## src/rtl/core/cpcr_pkg.sv

```systemverilog
`timescale 1ns / 1ps
// ----------------------------------------------------------------------------
// cpcr_pkg
// shared types, widths and helpers for the circle pair collision resolver
// ----------------------------------------------------------------------------
package cpcr_pkg;

  localparam int unsigned PARTICLE_COUNT_DEF = 1024;
  localparam int unsigned IN_IDX_W    = 10;  // index width on the bus
  localparam int unsigned IDX_W       = 16;  // widest reduced index
  localparam int unsigned POS_W       = 32;
  localparam int unsigned RAD_W       = 24;
  localparam int unsigned MASS_W      = 16;
  localparam int unsigned TDATA_W     = 128;
  localparam int unsigned QUEUE_DEPTH = 2;
  localparam int unsigned SQ_W        = 52;  // squared distance into the root unit
  localparam int unsigned ROOT_W      = 26;  // floor root of a 52 bit value
  localparam int unsigned DEN_W       = 26;  // divisor width
  localparam int unsigned QUO_W       = 32;  // quotient bits, one per step
  localparam int unsigned FAR_BIT     = 25;  // a delta at or above 2^25 never overlaps

  typedef enum logic [1:0] {
    REQ_WRITE   = 2'd0,
    REQ_READ    = 2'd1,
    REQ_TEST    = 2'd2,
    REQ_RESOLVE = 2'd3
  } req_kind_t;

  typedef struct packed {
    req_kind_t              kind;
    logic                   same;
    logic [IDX_W-1:0]       first_idx;
    logic [IDX_W-1:0]       second_idx;
    logic [POS_W-1:0]       pos_x;
    logic [POS_W-1:0]       pos_y;
    logic [RAD_W-1:0]       radius;
    logic [MASS_W-1:0]      mass;
  } req_item_t;

  typedef struct packed {
    logic [POS_W-1:0]  x;
    logic [POS_W-1:0]  y;
    logic [RAD_W-1:0]  r;
    logic [MASS_W-1:0] m;
  } particle_t;

  typedef enum logic [4:0] {
    BK_IDLE,
    BK_READ,
    BK_SQX,
    BK_SQY,
    BK_SQR,
    BK_CMP,
    BK_ROOT_GO,
    BK_ROOT_WAIT,
    BK_CHECK,
    BK_MULH,
    BK_DIV_GO,
    BK_DIV_WAIT,
    BK_MXI,
    BK_MXJ,
    BK_MYI,
    BK_MYJ,
    BK_WRI,
    BK_WRJ,
    BK_DONE
  } bk_state_t;

  // bus index modulo the table size, restoring style, one bit per step
  function automatic logic [IDX_W-1:0] reduce_index(input logic [IN_IDX_W-1:0] v,
                                                    input logic [IDX_W:0] cnt);
    logic [IDX_W+1:0] rem;
    rem = '0;
    for (int b = IN_IDX_W - 1; b >= 0; b--) begin
      rem = {rem[IDX_W:0], v[b]};
      if (rem >= {1'b0, cnt}) begin
        rem = rem - {1'b0, cnt};
      end
    end
    return rem[IDX_W-1:0];
  endfunction

endpackage

```

## src/rtl/core/cpcr_front.sv

```systemverilog
`timescale 1ns / 1ps
// ----------------------------------------------------------------------------
// cpcr_front
// accepts request beats, decodes and reduces indices, queues them for the back
// ----------------------------------------------------------------------------
module cpcr_front #(
  parameter int unsigned PARTICLE_COUNT = cpcr_pkg::PARTICLE_COUNT_DEF
) (
  input  logic                               clk,
  input  logic                               rst_n,
  input  logic                               in_tvalid,
  output logic                               in_tready,
  input  logic [cpcr_pkg::TDATA_W-1:0]       in_tdata,
  input  logic [1:0]                         in_tuser,
  output logic                               q_valid,
  output cpcr_pkg::req_item_t                q_item,
  input  logic                               q_pop
);
  import cpcr_pkg::*;

  localparam int unsigned QP_W = (QUEUE_DEPTH > 1) ? $clog2(QUEUE_DEPTH) : 1;
  localparam logic [IDX_W:0] CNT = PARTICLE_COUNT[IDX_W:0];

  req_item_t        q_mem [QUEUE_DEPTH];
  logic [QP_W-1:0]  wr_ptr_r, rd_ptr_r;
  logic [QP_W:0]    cnt_r;
  req_item_t        item_w;
  logic             push;

  always_comb begin
    item_w.kind       = req_kind_t'(in_tuser);
    item_w.first_idx  = reduce_index(in_tdata[9:0], CNT);
    item_w.second_idx = reduce_index(in_tdata[19:10], CNT);
    item_w.same       = (item_w.first_idx == item_w.second_idx);
    item_w.pos_x      = in_tdata[51:20];
    item_w.pos_y      = in_tdata[83:52];
    item_w.radius     = in_tdata[107:84];
    item_w.mass       = in_tdata[123:108];
  end

  assign in_tready = (cnt_r != QUEUE_DEPTH[QP_W:0]);
  assign push      = in_tvalid && in_tready;
  assign q_valid   = (cnt_r != '0);
  assign q_item    = q_mem[rd_ptr_r];

  always_ff @(posedge clk) begin
    if (push) begin
      q_mem[wr_ptr_r] <= item_w;
    end
  end

  always_ff @(posedge clk) begin
    if (!rst_n) begin
      wr_ptr_r <= '0;
      rd_ptr_r <= '0;
      cnt_r    <= '0;
    end else begin
      if (push) begin
        wr_ptr_r <= (wr_ptr_r == QP_W'(QUEUE_DEPTH - 1)) ? '0 : wr_ptr_r + 1'b1;
      end
      if (q_pop) begin
        rd_ptr_r <= (rd_ptr_r == QP_W'(QUEUE_DEPTH - 1)) ? '0 : rd_ptr_r + 1'b1;
      end
      cnt_r <= cnt_r + (push ? 1'b1 : 1'b0) - (q_pop ? 1'b1 : 1'b0);
    end
  end

endmodule

```

## config.mk

```make
export PLATFORM = sky130hd
export DESIGN_NAME = cpcr_front
export DESIGN_NICKNAME = d
export VERILOG_FILES = /design/src/rtl/core/cpcr_pkg.sv /design/src/rtl/core/cpcr_front.sv
export SDC_FILE = /design/constraint.sdc
export NUM_CORES = 1
export LEC_CHECK = 0
export BUFFER_PORTS_ARGS = -buffer_cell sky130_fd_sc_hd__buf_2
export CORE_ASPECT_RATIO = 1.75
export CORE_UTILIZATION = 52
export DETAILED_ROUTE_END_ITERATION = 7
export HOLD_SLACK_MARGIN = 0.03
export PLACE_DENSITY = 0.8
export SETUP_SLACK_MARGIN = 0.1
export SLEW_MARGIN = 10
export SYNTH_ARGS = -nofsm -noshare
export SYNTH_HDL_FRONTEND = slang
export SYNTH_SLANG_ARGS = --single-unit
```

## constraint.sdc

```tcl
create_clock -name clk -period 6.4 [get_ports clk]
set_input_delay 1.6 -clock clk [delete_from_list [all_inputs] [get_ports clk]]
set_output_delay 1.6 -clock clk [all_outputs]
set_load 0.01 [all_outputs]
```

==> results.py <==
metrics = {
    "global_route": {
        "grt_overflow": 0,
        "grt_util_all_layers": 0.189,
        "antenna_found_initial": 5,
        "grt_pass1_wl_um": 27800,
        "grt_max_degree": 84,
        "grt_pass1_vias": 5384,
    },
    "logic_synthesis": {
        "synth_top_family_by_area": "multiplexers",
        "yosysUniqueCellTypes": 25,
        "ys_seq_elements": 259,
        "synthesis.area_um2": 9710,
        "synth_compound_area_frac": 0.00361,
        "synth_cells": 446,
        "synth_xor_area_frac": 0.0108,
        "synthSimpleGateAreaFrac": 0.00837,
        "synth_ff_type": "edfxtp_1",
        "synth_edf_count": 254,
        "yosysTopAreaCell": "edfxtp_1",
        "synth_fa_ha_area_frac": 0.00129,
        "synth_async_sr_flop_share": 0,
        "synth_commonest_cells": "edfxtp_1, mux2_2, mux2_4",
        "syn_avg_cell_area_um2": 21.8,
        "yosys_warnings": 0,
        "synth_area_leaders": "edfxtp_1, mux2_2, mux2_4, dfxtp_1, buf_4",
        "synth_mux_area_frac": 0.160,
        "yosysMostFrequentCell": "edfxtp_1",
        "yosysSeqAreaShare": 0.796,
        "yosys.area.top_type_share": 0.785,
    },
    "detailed_routing": {
        "firstDrtPassIters": 4,
        "drc": 0,
        "drtIter0Drc": 172,
        "num_vias": 4975,
        "detail-route-antenna-nets": 0,
        "vias_per_cell": 5.11,
        "drt-total-wl_um": 18300,
        "post_drt_wl_per_cell_um": 18.9,
    },
    "power_and_ir_drop": {
        "leakagePower_nw": 4.56,
        "seqPwrFrac": 0.520,
        "vdd_ir_drop_max_mv": 0.277,
        "power_frac_comb": 0.126,
        "powerDensity_nw_per_um2": 332,
        "switching_share": 0.221,
        "p_int_mw": 3.10,
        "clkPwrFrac": 0.354,
        "power.switching_mw": 0.879,
    },
    "die": {
        "core_um2": 18100,
        "io_pins": 275,
        "die_w_um": 105,
        "die_h_um": 183,
        "rows": 65,
        "dieArea_um2": 19300,
        "start_util": 0.536,
    },
    "placement": {
        "place_ws_ns": 2.60,
        "place_inst": 928,
        "hpwl_um": 12500,
        "globalplace.congestion": 0.773,
        "portBuffers": 258,
    },
    "clocking": {
        "root_buffer": "clkbuf_16",
        "insertion_delay_ns": 0.50,
        "clkTransAtPathRegs_ns": 0.07,
        "cts_hold_buf": 0,
        "cts-resized-gates": 0,
        "clock_path_buffers": 3,
        "cts_sinks": 259,
        "post_cts_buffers": 0,
        "cts_buffers": 22,
        "cts_tree": "done",
        "htreeDepth": 1,
    },
    "critical_path": {
        "cp_num_buf_inv": 2,
        "cp_slowest_cell": "dfxtp_4",
        "cpPeakStageDelay_ns": 0.75,
        "cp_top_family": "buffers and inverters",
        "cp.required_ns": 4.80,
        "critical_path_class": "reg2out",
        "cp_max_fo": 47,
        "worstPathCellList": "buf_4 > mux2_2 > buf_2",
        "start_kind": "flop",
        "crit_path_end_kind": "output pin",
        "cp.arrival_ns": 2.51,
    },
    "sta": {
        "finClkSkew_ns": 0.00539,
        "finalMaxSlewViolations": 0,
        "fin_crit_ns": 4.11,
        "worst_slew_pin_slew_ns": 1.08,
        "rsz0062_at_grt": "no",
        "layout_setup_ws_ns": 2.29,
        "setup_viol": 0,
        "fmax_mhz": 243,
        "maxSlewHeadroom": 0.283,
        "tns_ns": 0,
        "hold_viol": 0,
        "period_share": 0.642,
    },
    "job": {
        "max_cap_violations": 0,
    },
    "status": {
        "status": "complete, no violations",
    },
    "cells_and_area": {
        "areaGrowthSynthToFinish_pct": 23.4,
        "nets": 853,
        "final_cells": 973,
        "drive_above_1_share": 0.590,
        "n_fill_cell": 1236,
    },
    "worst_hold_path": {
        "hold_path.class": "reg2reg",
    },
}
flip-flops by register name, indices dropped and copies added, names as in the netlist, named ones only:
name and cells:
q_mem 254, wr_ptr_r 1, rd_ptr_r 1, cnt_r 2
area by class of cell:
class	instances	area, um2	area share
clock inverter	14	175	0.0146
antenna	5	12.5	0.00104
sequential	259	7730	0.645
timing repair buffer	263	1330	0.111
multi-input combinational	171	1840	0.153
inverter	1	6.26	0.000522
clock buffer	26	607	0.0506
tap	234	293	0.0244
tightest hold or removal path: stages (launching register included):
cell     delay [ns]
dfxtp_1        0.34
xor2_1         0.08
and2_1         0.15
cells in the final DEF (no fill, tap or decap), drive strengths merged:
cell type    n
or2          1
xnor2        9
diode        5
bufinv       4
inv          1
a22oi        1
dfxtp        5
nand3b       1
nor4         1
mux2i        1
nor2         1
nand2        2
clkinvlp     3
ha           1
xor2         3
a21bo        2
edfxtp     254
mux2       127
clkinv       7
clkbuf      26
and2         3
and3         1
buf        263
conb        12
nand4        2
nand2b       2
a21boi       1
power groups by stage:
stage | registers, mW | clock network, mW | logic (mW)
6_report | 2.07 | 1.41 | 0.500
5_1_grt | 2.08 | 1.50 | 0.538
4_1_cts | 2.07 | 1.44 | 0.508
3_5_place_dp | 2.11 | 0 | 0.505
3_3_place_gp | 2.10 | 0 | 0.490
2_1_floorplan | 2.10 | 0 | 0.314
path summary, 6_finish.rpt:
check / startpoint / endpoint / slack (ns) / cells past startpoint
setup / recovery: flop / q_item[22] / 2.29 / 3
hold / removal: rd_ptr_r / flop / 0.60 / 2
setup reg to reg: cnt_r[0] / q_mem[0][22] / 3.76 / 4
hold reg to reg: rd_ptr_r / flop / 0.60 / 2
per-layer routing:
metal / wire length, um / vias up / track usage / part of all wire
li1: - / 2275 / - / -
met3: 1060 / 47 / 0.0348 / 0.058
met5: 0 / - / 0 / 0
met4: 771 / 0 / 0.0901 / 0.042
met2: 10500 / 191 / 0.367 / 0.57
met1: 5980 / 2462 / 0.191 / 0.33
metrics by stage:
step / utilization / hold WS (ns) / power, mW / instance area, um2
final: 0.661 / 0.598 / 3.98 / 12000
after global routing: 0.661 / 0.621 / 4.12 / 12000
after CTS: 0.660 / 0.578 / 4.02 / 12000
after detailed placement: 0.617 / 0.576 / 2.61 / 11200
after global placement: 0.617 / 0.557 / 2.59 / 11200
after floorplan: - / 0.529 / 2.41 / 9750
cells by family after synthesis:
logic type / after synthesis
compound gates: 4
xor+xnor: 12
fa+ha+maj: 1
buf+inv: 27
flops: 259
mux: 128
other cells: 1
simple gates: 14
No activity file was read; power rests on OpenSTA's default activity.
